===== src/sv/vbe_pkg.sv =====
// vbe_pkg: shared types and constants for the varint byte encoder.
// Depends on nothing; every other file of the encoder imports it.
package vbe_pkg;

   localparam int VALUE_W     = 64;
   localparam int SPACE_W     = 13;
   localparam int CNT_W       = 4;   // holds a byte count up to MAX_BYTES
   localparam int MAX_BYTES   = 10;
   localparam int QUEUE_DEPTH = 2;

   localparam logic [7:0] GROUP7_MASK = 8'd127;
   localparam logic [7:0] GROUP6_MASK = 8'd63;
   localparam logic [7:0] SIGN_BIT    = 8'(1 << 6);

   localparam logic MODE_UNSIGNED = 1'b0;
   localparam logic MODE_SIGNED   = 1'b1;

   typedef struct packed {
      logic                 req_type;
      logic [VALUE_W-1:0]   value;
      logic [SPACE_W-1:0]   space_left;
   } vbe_req_type;

   typedef struct packed {
      logic [7:0] out_byte;
      logic       last;
      logic       overflow;
   } vbe_rsp_type;

   // classified item handed from the front to the back
   typedef struct packed {
      logic                 mode;
      logic                 sign;
      logic [VALUE_W-1:0]   mag;
      logic [CNT_W-1:0]     nbytes;   // length of the full code
      logic [CNT_W-1:0]     emit;     // bytes that fit in the free space
      logic                 ovf;      // error word follows the emitted bytes
   } vbe_job_type;

endpackage


===== src/sv/varint_byte_encoder.sv =====
// varint_byte_encoder: top level of the LEB128-style varint encoder.
// Depends on vbe_pkg, vbe_front, vbe_queue and vbe_back.
//
//   channel   dir   word           handshake
//   req_      in    vbe_req_type   req_valid / req_stall
//   rsp_      out   vbe_rsp_type   rsp_valid / rsp_stall
//
// An item is first loaded into the back end, then its result words leave one
// word a cycle while the output is not stalled: the code bytes, or the bytes
// that fit and then the error word when the free space runs out. The byte
// shifter in the back end sets that rate; it takes no new item until done.
// The front classifies in the cycle of acceptance and parks the item in a
// QUEUE_DEPTH-entry queue, so new words are taken while the back end works.
// Reset (synchronous, active high) empties the queue and drops any result.
// A stalled result holds in the output register; the queue absorbs requests
// until it fills, then req_stall rises.
module varint_byte_encoder #(
   parameter int QUEUE_DEPTH = vbe_pkg::QUEUE_DEPTH
) (
   input  logic                 clock,
   input  logic                 reset,
   input  logic                 req_valid,
   output logic                 req_stall,
   input  vbe_pkg::vbe_req_type req_data,
   output logic                 rsp_valid,
   input  logic                 rsp_stall,
   output vbe_pkg::vbe_rsp_type rsp_data
);
   import vbe_pkg::*;

   vbe_job_type push_job;
   vbe_job_type pop_job;
   logic        pop_valid;
   logic        pop_stall;

   // classify the incoming word: sign, magnitude, code length, fit
   vbe_front u_front (
      .req_data (req_data),
      .job      (push_job)
   );

   // decouple acceptance from byte emission
   vbe_queue #(
      .DEPTH (QUEUE_DEPTH)
   ) u_queue (
      .clock      (clock),
      .reset      (reset),
      .push_valid (req_valid),
      .push_stall (req_stall),
      .push_job   (push_job),
      .pop_valid  (pop_valid),
      .pop_stall  (pop_stall),
      .pop_job    (pop_job)
   );

   // emit bytes low group first, then the error word if space ran out
   vbe_back u_back (
      .clock     (clock),
      .reset     (reset),
      .pop_valid (pop_valid),
      .pop_stall (pop_stall),
      .pop_job   (pop_job),
      .rsp_valid (rsp_valid),
      .rsp_stall (rsp_stall),
      .rsp_data  (rsp_data)
   );

endmodule


===== src/sv/vbe_front.sv =====
// vbe_front: classifies a request word into sign, magnitude and byte counts.
// Depends on vbe_pkg; feeds vbe_queue.
module vbe_front (
   input  vbe_pkg::vbe_req_type req_data,
   output vbe_pkg::vbe_job_type job
);
   import vbe_pkg::*;

   logic               neg;
   logic [VALUE_W-1:0] mag;
   logic [CNT_W-1:0]   nbytes;
   logic [SPACE_W-1:0] nbytes_wide;

   assign neg = (req_data.req_type == MODE_SIGNED) && req_data.value[VALUE_W-1];
   assign mag = neg ? (~req_data.value + VALUE_W'(1)) : req_data.value;

   // each extra byte exists when bits remain above the groups already taken
   always_comb begin
      nbytes = CNT_W'(1);
      for (int k = 1; k < MAX_BYTES; k++) begin
         if (req_data.req_type == MODE_SIGNED) begin
            if ((mag >> (6 + 7 * (k - 1))) != '0) nbytes = nbytes + CNT_W'(1);
         end else begin
            if ((mag >> (7 * k)) != '0) nbytes = nbytes + CNT_W'(1);
         end
      end
   end

   assign nbytes_wide = SPACE_W'(nbytes);

   always_comb begin
      job.mode   = req_data.req_type;
      job.sign   = neg;
      job.mag    = mag;
      job.nbytes = nbytes;
      job.ovf    = nbytes_wide > req_data.space_left;
      job.emit   = job.ovf ? req_data.space_left[CNT_W-1:0] : nbytes;
   end

endmodule


===== src/sv/vbe_queue.sv =====
// vbe_queue: short FIFO of classified items between front and back.
// Depends on vbe_pkg for the item type.
module vbe_queue #(
   parameter int DEPTH = vbe_pkg::QUEUE_DEPTH
) (
   input  logic                 clock,
   input  logic                 reset,
   input  logic                 push_valid,
   output logic                 push_stall,
   input  vbe_pkg::vbe_job_type push_job,
   output logic                 pop_valid,
   input  logic                 pop_stall,
   output vbe_pkg::vbe_job_type pop_job
);
   import vbe_pkg::*;

   localparam int PTR_W = (DEPTH > 1) ? $clog2(DEPTH) : 1;
   localparam int FILL_W = $clog2(DEPTH + 1);

   vbe_job_type       slot_ff [DEPTH];
   logic [PTR_W-1:0]  wr_ptr_ff, wr_ptr_in;
   logic [PTR_W-1:0]  rd_ptr_ff, rd_ptr_in;
   logic [FILL_W-1:0] fill_ff, fill_in;
   logic              push, pop;

   assign push_stall = (fill_ff == FILL_W'(DEPTH));
   assign pop_valid  = (fill_ff != '0);
   assign pop_job    = slot_ff[rd_ptr_ff];
   assign push       = push_valid && !push_stall;
   assign pop        = pop_valid && !pop_stall;

   always_comb begin
      wr_ptr_in = wr_ptr_ff;
      rd_ptr_in = rd_ptr_ff;
      fill_in   = fill_ff;
      if (push) begin
         wr_ptr_in = (wr_ptr_ff == PTR_W'(DEPTH - 1)) ? '0 : wr_ptr_ff + PTR_W'(1);
      end
      if (pop) begin
         rd_ptr_in = (rd_ptr_ff == PTR_W'(DEPTH - 1)) ? '0 : rd_ptr_ff + PTR_W'(1);
      end
      if (push && !pop) fill_in = fill_ff + FILL_W'(1);
      else if (pop && !push) fill_in = fill_ff - FILL_W'(1);
   end

   always_ff @(posedge clock) begin
      if (reset) begin
         wr_ptr_ff <= '0;
         rd_ptr_ff <= '0;
         fill_ff   <= '0;
      end else begin
         wr_ptr_ff <= wr_ptr_in;
         rd_ptr_ff <= rd_ptr_in;
         fill_ff   <= fill_in;
      end
   end

   always_ff @(posedge clock) begin
      if (push) slot_ff[wr_ptr_ff] <= push_job;
   end

endmodule


===== src/sv/vbe_back.sv =====
// vbe_back: shifts one classified item out as code bytes plus any error word, one word a cycle unless stalled.
// Depends on vbe_pkg; drains vbe_queue and owns the result register.
module vbe_back (
   input  logic                 clock,
   input  logic                 reset,
   input  logic                 pop_valid,
   output logic                 pop_stall,
   input  vbe_pkg::vbe_job_type pop_job,
   output logic                 rsp_valid,
   input  logic                 rsp_stall,
   output vbe_pkg::vbe_rsp_type rsp_data
);
   import vbe_pkg::*;

   logic               active_ff, active_in;
   logic               first_ff, first_in;
   logic               mode_ff, mode_in;
   logic               sign_ff, sign_in;
   logic               ovf_ff, ovf_in;
   logic [VALUE_W-1:0] mag_ff, mag_in;
   logic [CNT_W-1:0]   tot_left_ff, tot_left_in;
   logic [CNT_W-1:0]   emit_left_ff, emit_left_in;
   logic               rsp_valid_ff, rsp_valid_in;
   vbe_rsp_type        rsp_ff, rsp_in;
   logic               adv;
   logic               more;
   logic               byte_last;

   assign adv       = !rsp_valid_ff || !rsp_stall;
   assign pop_stall = active_ff;
   assign rsp_valid = rsp_valid_ff;
   assign rsp_data  = rsp_ff;
   assign more      = tot_left_ff > CNT_W'(1);
   assign byte_last = (emit_left_ff == CNT_W'(1)) && !ovf_ff;

   always_comb begin
      active_in    = active_ff;
      first_in     = first_ff;
      mode_in      = mode_ff;
      sign_in      = sign_ff;
      ovf_in       = ovf_ff;
      mag_in       = mag_ff;
      tot_left_in  = tot_left_ff;
      emit_left_in = emit_left_ff;
      rsp_valid_in = adv ? 1'b0 : rsp_valid_ff;
      rsp_in       = rsp_ff;

      if (!active_ff) begin
         if (pop_valid) begin
            active_in    = 1'b1;
            first_in     = 1'b1;
            mode_in      = pop_job.mode;
            sign_in      = pop_job.sign;
            ovf_in       = pop_job.ovf;
            mag_in       = pop_job.mag;
            tot_left_in  = pop_job.nbytes;
            emit_left_in = pop_job.emit;
         end
      end else if (adv) begin
         rsp_valid_in = 1'b1;
         if (emit_left_ff != '0) begin
            if (first_ff && (mode_ff == MODE_SIGNED)) begin
               rsp_in.out_byte = {more, sign_ff, mag_ff[5:0]};
               mag_in          = mag_ff >> 6;
            end else begin
               rsp_in.out_byte = {more, mag_ff[6:0]};
               mag_in          = mag_ff >> 7;
            end
            rsp_in.last     = byte_last;
            rsp_in.overflow = 1'b0;
            first_in        = 1'b0;
            tot_left_in     = tot_left_ff - CNT_W'(1);
            emit_left_in    = emit_left_ff - CNT_W'(1);
            if (byte_last) active_in = 1'b0;
         end else begin
            // space ran out: close the item with the error word
            rsp_in.out_byte = '0;
            rsp_in.last     = 1'b1;
            rsp_in.overflow = 1'b1;
            active_in       = 1'b0;
         end
      end
   end

   always_ff @(posedge clock) begin
      if (reset) begin
         active_ff    <= 1'b0;
         rsp_valid_ff <= 1'b0;
      end else begin
         active_ff    <= active_in;
         rsp_valid_ff <= rsp_valid_in;
      end
   end

   always_ff @(posedge clock) begin
      first_ff     <= first_in;
      mode_ff      <= mode_in;
      sign_ff      <= sign_in;
      ovf_ff       <= ovf_in;
      mag_ff       <= mag_in;
      tot_left_ff  <= tot_left_in;
      emit_left_ff <= emit_left_in;
      rsp_ff       <= rsp_in;
   end

endmodule


===== config.mk =====
export PLATFORM = sky130hd
export DESIGN_NAME = varint_byte_encoder
export DESIGN_NICKNAME = d
export VERILOG_FILES = /design/src/sv/vbe_pkg.sv /design/src/sv/varint_byte_encoder.sv /design/src/sv/vbe_front.sv /design/src/sv/vbe_queue.sv /design/src/sv/vbe_back.sv
export SDC_FILE = /design/constraint.sdc
export NUM_CORES = 1
export LEC_CHECK = 0
export BUFFER_PORTS_ARGS = -buffer_cell sky130_fd_sc_hd__buf_2
export CORE_ASPECT_RATIO = 0.5
export CORE_UTILIZATION = 45
export DETAILED_ROUTE_END_ITERATION = 12
export GPL_TIMING_DRIVEN = 0
export SKIP_LAST_GASP = 1
export SLEW_MARGIN = 5
export SYNTH_ARGS = -nofsm -noshare
export SYNTH_HDL_FRONTEND = slang
export SYNTH_SLANG_ARGS = --single-unit

===== constraint.sdc =====
create_clock -name clock -period 14 [get_ports clock]
set_clock_uncertainty 0.1 [all_clocks]
set_input_delay 2.8 -clock clock [delete_from_list [all_inputs] [get_ports clock]]
set_output_delay 2.8 -clock clock [all_outputs]
set_load 0.02 [all_outputs]

Word level (Yosys, flattened, before mapping). Memories as Yosys holds them, arrays and structs flattened. A register that Yosys moved wholly into a read port is not among the register bits. Index checks and enable logic that the tools add are counted.

Add/subtract/negate cells: 15. $lt $le $gt $ge: 2. Eq/ne operators: 4. Mux-type cells: 64. Bitwise gates (word level): 2. Reduce and logical (&&, ||, !) cells: 39.

Operator list (number): 64-bit nonzero test (17); 64-bit two-way mux (5); 4-bit two-way mux (34); 64-bit by 1-bit adder with 64-bit output (second input constant) (1); 64-bit NOT (1); 58-bit two-way mux (1); 4-bit by 1-bit adder with 4-bit output (second input constant) (8); 1-bit two-way mux (19); 4-bit by 13-bit > comparator with 1-bit output (1); 2-bit two-way mux (4); 4-bit by 1-bit subtractor with 4-bit output (second input constant) (2); 1-bit logical AND (7); 1-bit logical NOT (7); 7-bit two-way mux (1); 2-bit nonzero test (3); 4-bit by 1-bit equality test with 1-bit output (second input constant) (1); 4-bit by 1-bit > comparator with 1-bit output (second input constant) (1); 2-bit != test (second input constant) (2); 2-bit AND reduction (2); 4-bit nonzero test (1); 3-bit AND reduction (1); 1-bit adder (second input constant) (2); 2-bit by 1-bit adder with 2-bit output (second input constant) (1); 2-bit equality test (second input constant) (1); 3 further kinds (3).

Flip-flop bits (word level): 92. RAM bits: 150. Bits of input ports: 82. Output and inout port bits: 12. Word-level logic and storage cells: 142. Memories: 1.

Memories: u_queue.slot_ff (depth 2, width 75, read ports 1, clocked after Yosys merged registers in 1, write ports 1, RTL line vbe_queue.sv:20) `vbe_job_type slot_ff [DEPTH];`.

Logic depth before layout (Yosys ltp). Gate-level depths: netlist of the first run.

Word-level depth: 32. Gate-level depth with buffers: 42.

Modules after synthesis. A second synthesis of the first run with hierarchy kept.

Cell total of the unflattened synthesis: 1132. Area total of the unflattened synthesis: 13276.5 µm².

Modules (own cells, without submodules): vbe_queue (instances 1, cells each 258, area each 5645.4 µm², sequential area each 4604.4 µm²); vbe_back (instances 1, cells each 343, area each 4189.0 µm², sequential area each 2622.5 µm²); vbe_front (instances 1, cells each 531, area each 3442.1 µm², sequential area each 0.0 µm²).

Worst setup path after synthesis of the first run. Ideal clock, no wire load.

Path kind: input to register. Start: input req_data[32] in the netlist's numbering. End: memory u_queue.slot_ff[0][1] in the netlist's numbering, data pin. Library setup time: 0.262 ns. Data arrival time: 10.794 ns. Data required time: 13.638 ns. Path slack: 2.844 ns. Cell stages on the path: 39. Buffers on the path: 2. Cells stage by stage: buf_6 > or4_4 > or4_1 > buf_2 > nor4_4 > a31oi_1 > xor2_1 > or4_4 > nor2_4 > nand3_4 > nor4_1 > nand2_1 > ha_1 > nor2_1 > nor2_1 > ha_1 > a21o_1 > ha_1 > (+3 left out) > ha_1 > inv_1 > o21ai_0 > ha_1 > a21boi_0 > a21o_1 > ha_1 > a21boi_0 > xnor2_1 > xnor2_1 > xnor2_1 > nand3_1 > xnor2_1 > ha_1 > nand4_1 > nand4_1 > nor2_1 > mux2_2.

RTL lines: from (decl) (RTL line varint_byte_encoder.sv:24) `input vbe_pkg::vbe_req_type req_data,`; to (decl) (RTL line vbe_queue.sv:20).

==> run_results.csv, run 1 <==
group,metric,value,unit
grt,use_met3,0.0576,
routing,antenna_left,0,
layout,layout-drive-gt1-share,0.129,
placement,dp.cells,1576,
synth,syn-mean-instance-area,11.6,um2
pwr,p_leak,0.00511,uW
pwr,p_clk_frac,0.246,
layout,fill_cells,2505,
layout,fin_cells,1623,
clocking,cts_root_buf,"clkbuf_16",
clocking,cts_tree,"yes",
grt,use_met1,0.355,
pwr,powerDensity,183,nW/um2
floorplanning,die-area,29300,um2
clocking,worstSkewPairLatency,520,ps
sta,period_needed,12680,ps
grt,grt.met2_usage,0.342,
grt,antenna_found_initial,3,
synth,synthFlopType,"edfxtp_1",
sta,slew_headroom,0.148,
sta,hold_slack,412,ps
clocking,htreeDepth,1,
setup_path,start_kind,"input pin",
setup_path,crit_type,"input pin to register",
routing,drc_errors,0,
synth,yosys_warnings,0,
floorplanning,initial_core_util,0.461,
routing,wirelength,34.7,mm
sta,rsz0062_at_grt,"false",
pwr,share_comb_of_total_power,0.303,
setup_path,required,14170,ps
grt,grt_pass1_wl,52.0,mm
synth,synth_seq_cells,243,
synth,synth.distinct_cells,75,
setup_path,cp_max_fo,10,
layout,final_cell_area,14700,um2
pwr,swShare,0.338,
routing,vias,9640,
grt,grt_max_degree,44,
synth,synth_seq_area_share,0.562,
sta,finalSetupTns,0,ps
pwr,seq_power_share,0.451,
placement,placed_area,13900,um2
clocking,cts-resized-gates,0,
grt,busiest_layer,"met1",
floorplanning,ios,94,
layout,fin_nets,1319,
sta,final-max-slew-violation-count,0,
placement,port_buffers,82,
floorplanning,std_cell_rows,43,
sta,hold_viol,0,
setup_path,cp.arrival,12850,ps
clocking,clk_pin_slew,60,ps
pwr,power.switching,908,uW
synth,syn_nets,1206,
grt,overflow,0,
setup_path,rrSetupSlack,11150,ps
synth,async_flop_share,0,
min_path,min_path_type,"register to register",
clocking,ctsHoldBuffers,0,
routing,post_drt_wl_per_cell,21.4,um
synth,syn_area,12900,um2
clocking,cts_num_sinks,243,
setup_path,startpoint,"req_data[14]",
synth,synth_edf_count,236,
layout,syn_to_final_growth,14.4,%
setup_path,crit_buf_inv,3,
clocking,cts_buffer_depth,3,
setup_path,cp_common_cell,"ha_1",
routing,via_per_inst,5.94,
pwr,p_int,1780,uW
min_path,hold_start,"u_queue.rd_ptr_ff",
floorplanning,fp.dieH,122,um
grt,grt_usage,0.236,
setup_path,worst_setup_path_end_kind,"register",
floorplanning,core,27900,um2
placement,gp_congestion,0.927,
floorplanning,die_width,241,um
setup_path,slowest_stage,"nor4_1",
routing,drt_iter0_markers,887,
placement,dpl.hpwl,25.8,mm
setup_path,max_stage_delay,1060,ps
sta,post-route-period-util,0.906,
sta,worst_slew_pin_slew,1270,ps
sta,max_freq,78.9,MHz
sta,setup_viol,0,
flow_run,cap_violations,0,
grt,first_global_vias,8964,
clocking,cts_setup_buffers,0,
routing,dr.pass1.iters,5,
clocking,numCtsBuffers,24,
outcome,status,"finished, final reports clean",
layout,utilization,0.528,
synth,syn-instance-count,1107,
setup_path,critPathTopFamily,"simple AND/OR/NAND/NOR gates",
pwr,vdd_drop_max,0.0000887,V
## cells in the final DEF, fill, tap and decap left out, drive strengths merged, types with 34 or more instances in the layout
| cell | n |
|---|---|
| edfxtp | 236 |
| buf | 98 |
| clkbuf | 85 |
| a21oi | 82 |
| a211oi | 71 |
| mux2i | 69 |
| and3 | 61 |
| nor2 | 61 |
| nand2 | 59 |
| xor2 | 39 |
| xnor2 | 34 |
| inv | 34 |
## tightest hold or removal path: stages (launching register included)
cell and delay [ps]:
dfxtp_1 320, xor2_1 80, nor2_1 70
## state kept, by name, indices dropped and copies added, names as in the netlist, named ones only
register	cells
u_back.pop_stall	1
u_back.first_ff	1
u_back.mag_ff	64
u_queue.rd_ptr_ff	1
u_back.emit_left_ff	4
u_back.ovf_ff	1
u_queue.wr_ptr_ff	1
u_back.rsp_data	10
u_queue.slot_ff	150
u_back.tot_left_ff	4
u_back.sign_ff	1
u_queue.fill_ff	2
u_back.mode_ff	1
## final timing paths
path	end	cells after the start
max	u_queue.slot_ff[1][1]	38
min	register	2
max reg2reg	u_back.mag_ff[35]	5
min reg2reg	register	2
## kinds of logic after synthesis
| group | Yosys count | synth area share |
|---|---|---|
| multiplexers | 75 | 0.0590 |
| XOR/XNOR | 74 | 0.0515 |
| buffers and inverters | 101 | 0.0303 |
| AO/OA/AOI/OAI | 246 | 0.126 |
| adder cells (fa/ha/maj) | 17 | 0.0165 |
| AND/OR/NAND/NOR | 351 | 0.154 |
| flip-flops | 243 | 0.562 |
## final cells by class
cell class / instances / area [um2] / area share
flip-flops and latches: 243 / 7230 / 0.491
multi-input cells: 763 / 5280 / 0.359
clock buffers: 28 / 637 / 0.0433
repair buffers: 87 / 518 / 0.0352
well taps: 382 / 478 / 0.0325
plain buffers: 68 / 265 / 0.0180
clock inverters: 15 / 161 / 0.0110
inverters: 33 / 124 / 0.00842
diodes: 4 / 10.0 / 0.000681
## power by group through the flow
stage	sequential (uW)	clock (uW)	combinational, uW
5_1_grt	1230	696	891
4_1_cts	1210	667	813
3_5_place_dp	1220	0	809
2_1_floorplan	1240	0	520
6_report	1210	660	813
3_3_place_gp	1280	0	752
## layer usage
metal,routed length [um],part of all wire,vias up
li1,-,-,4497
met5,0,0,-
met3,3160,0.091,52
met4,721,0.021,0
met1,16100,0.46,4714
met2,14700,0.42,377
## stage by stage
step,power (uW),worst slack (ps)
floorplan,1760,2840
finish,2680,1320
global route,2820,613
CTS,2690,1420
global placement,2030,1090
detailed placement,2030,890
## synthesized netlist by cell type, drive strengths merged, types with 14 or more instances
cell | count | share of area
nor4 | 29 | 0.016
inv | 33 | 0.0096
xor2 | 39 | 0.027
a211oi | 71 | 0.041
xnor2 | 34 | 0.023
mux2i | 69 | 0.054
a31oi | 19 | 0.0092
nor3 | 33 | 0.014
nand4 | 16 | 0.0078
and3 | 61 | 0.030
nand2 | 59 | 0.017
nor2 | 61 | 0.018
clkbuf | 57 | 0.017
or3 | 14 | 0.0072
a21oi | 82 | 0.032
ha | 17 | 0.017
o21ai | 25 | 0.0097
edfxtp | 236 | 0.55
Note: power is estimated with default switching activity, not from simulation.
==> inputs of run 2 (changes only) <==
--- a/config.mk
+++ b/config.mk
@@ -7,7 +7,8 @@
 export LEC_CHECK = 0
 export BUFFER_PORTS_ARGS = -buffer_cell sky130_fd_sc_hd__buf_2
 export CORE_ASPECT_RATIO = 0.5
-export CORE_UTILIZATION = 45
+export CORE_UTILIZATION = 23
+export CTS_BUF_LIST = sky130_fd_sc_hd__clkbuf_4 sky130_fd_sc_hd__clkbuf_8
 export DETAILED_ROUTE_END_ITERATION = 12
 export GPL_TIMING_DRIVEN = 0
 export SKIP_LAST_GASP = 1
==> run_results.csv, run 2 (synthesis results as in run 1) <==
group,metric,value,unit
outcome,status,"finished, final reports clean",
grt,overflow,0,
clocking,clk_pin_slew,60,ps
floorplanning,fp.dieH,169,um
sta,hold_viol,0,
placement,port_buffers,82,
setup_path,cp_common_cell,"ha_1",
routing,vias,9531,
routing,drt_iter0_markers,622,
setup_path,cp.arrival,12900,ps
setup_path,crit_type,"input pin to register",
setup_path,startpoint,"req_data[13]",
routing,wirelength,34.8,mm
setup_path,reg2reg_to,"u_back.mag_ff[33]",
layout,layout_commonest_cell,"edfxtp_1",
floorplanning,std_cell_rows,60,
setup_path,critPathTopFamily,"simple AND/OR/NAND/NOR gates",
pwr,vdd_drop_max,0.0000746,V
sta,setup_ws,1290,ps
layout,top_register,"u_queue.slot_ff",
layout,syn_to_final_growth,17.5,%
grt,antenna_found_initial,8,
sta,worst_slew_pin_slew,1380,ps
setup_path,max_stage_delay,1150,ps
sta,hold_slack,403,ps
placement,place_ws,755,ps
floorplanning,initial_core_util,0.236,
routing,dr.pass1.iters,5,
layout,fin_nets,1337,
grt,grt_pass1_wl,52.5,mm
setup_path,crit_buf_inv,5,
setup_path,reg2reg_depth,5,
clocking,cts_tree,"yes",
placement,dpl.hpwl,25.7,mm
min_path,hold_depth,2,
floorplanning,die-area,56900,um2
sta,slew_headroom,0.0733,
layout,utilization,0.277,
layout,largest_register_ffs,150,
placement,gp_congestion,0.889,
routing,drc_errors,0,
min_path,min_to,"u_queue.rd_ptr_ff",
clocking,cts_num_sinks,243,
floorplanning,die_width,336,um
clocking,ctsHoldBuffers,0,
layout,final_cell_mix,"236 x edfxtp_1, 84 x buf_2, 82 x a21oi_1",
routing,antenna_left,0,
clocking,numCtsBuffers,42,
clocking,htreeDepth,2,
clocking,worstSkewPairLatency,550,ps
layout,layout-drive-gt1-share,0.144,
grt,grt_usage,0.119,
min_path,hold_start,"u_queue.rd_ptr_ff",
layout,fill_cells,5683,
setup_path,cp_max_fo,10,
clocking,cts_setup_buffers,0,
floorplanning,ios,94,
floorplanning,core,54500,um2
clocking,cts-resized-gates,0,
sta,max_freq,78.7,MHz
pwr,powerDensity,172,nW/um2
setup_path,required,14200,ps
clocking,cts_buffer_depth,3,
grt,first_global_vias,9144,
pwr,p_leak,0.00513,uW
flow_run,cap_violations,0,
setup_path,worst_setup_path_end_kind,"register",
sta,setup_viol,0,
setup_path,rrSetupSlack,11100,ps
pwr,power,2600,uW
grt,grt_max_degree,56,
sta,post-route-period-util,0.908,
clocking,cts_root_buf,"clkbuf_8",
sta,final-max-slew-violation-count,0,
setup_path,slowest_stage,"nor4_1",
routing,post_drt_wl_per_cell,17.3,um
routing,via_per_inst,4.74,
min_path,min_path_type,"register to register",
layout,multi_input_area,5280,um2
sta,finalSetupTns,0,ps
layout,ff_latch_area,7230,um2
setup_path,start_kind,"input pin",
sta,period_needed,12710,ps
sta,rsz0062_at_grt,"false",
run 2: cell count changes in the layout (fill, tap and decap cells not counted):
| cell | change |
|---|---|
| clkinv_2 | -1 |
| inv_12 | +1 |
| clkbuf_4 | +13 |
| clkbuf_1 | -3 |
| clkinv_4 | -2 |
| clkbuf_8 | +42 |
| clkinv_1 | +7 |
| clkbuf_16 | -25 |
| clkinvlp_4 | -1 |
| diode_2 | -1 |
| nor4_1 | +1 |
| nor4_2 | -1 |
| bufinv_16 | -3 |
run 2: how the worst max path moves through the flow:
stage | endpoint | slack, ps | cells after the start
2_1_floorplan | u_queue.slot_ff[0][1] | 2840 | 39
3_3_place_gp | u_queue.slot_ff[0][1] | 840 | 41
3_5_place_dp | u_queue.slot_ff[1][1] | 760 | 41
4_1_cts | u_queue.slot_ff[0][1] | 1310 | 41
5_1_grt | u_queue.slot_ff[0][1] | 400 | 39
6_report | u_queue.slot_ff[1][1] | 1290 | 41
run 2: routing by layer:
layer  part of all wire  up-vias  GRT usage
li1                   -     4549          -
met1               0.43     4655      0.145
met2               0.50      252      0.209
met3              0.040       75     0.0160
met4              0.035        0     0.0520
met5                  0        -          0
run 2: tightest hold or removal path, stage by stage, from the launching register on:
cell and delay, ps:
dfxtp_1 320, xor2_1 80, nor2_1 70
run 2: power by group:
| group | internal (uW) | leakage, uW | switching (uW) |
|---|---|---|---|
| sequential | 1120 | 0.00227 | 86.6 |
| combinational | 273 | 0.00246 | 526 |
| clock | 315 | 0.000399 | 279 |
| total | 1710 | 0.00513 | 892 |
run 2: metrics by stage:
| step | cells | area [um2] |
|---|---|---|
| 6_report | 2012 | 15100 |
| 3_3_place_gp | 1933 | 14200 |
| 4_1_cts | 2009 | 15100 |
| 5_1_grt | 2012 | 15100 |
| 3_5_place_dp | 1938 | 14300 |
| 2_1_floorplan | 1107 | 12900 |
run 2: final cells by class:
type,count,share of cell area
plain buffers,68,0.0176
well taps,744,0.0616
clock buffers,55,0.0447
diodes,3,0.000497
clock inverters,16,0.00555
repair buffers,87,0.0343
multi-input cells,763,0.349
inverters,33,0.00820
flip-flops and latches,243,0.478
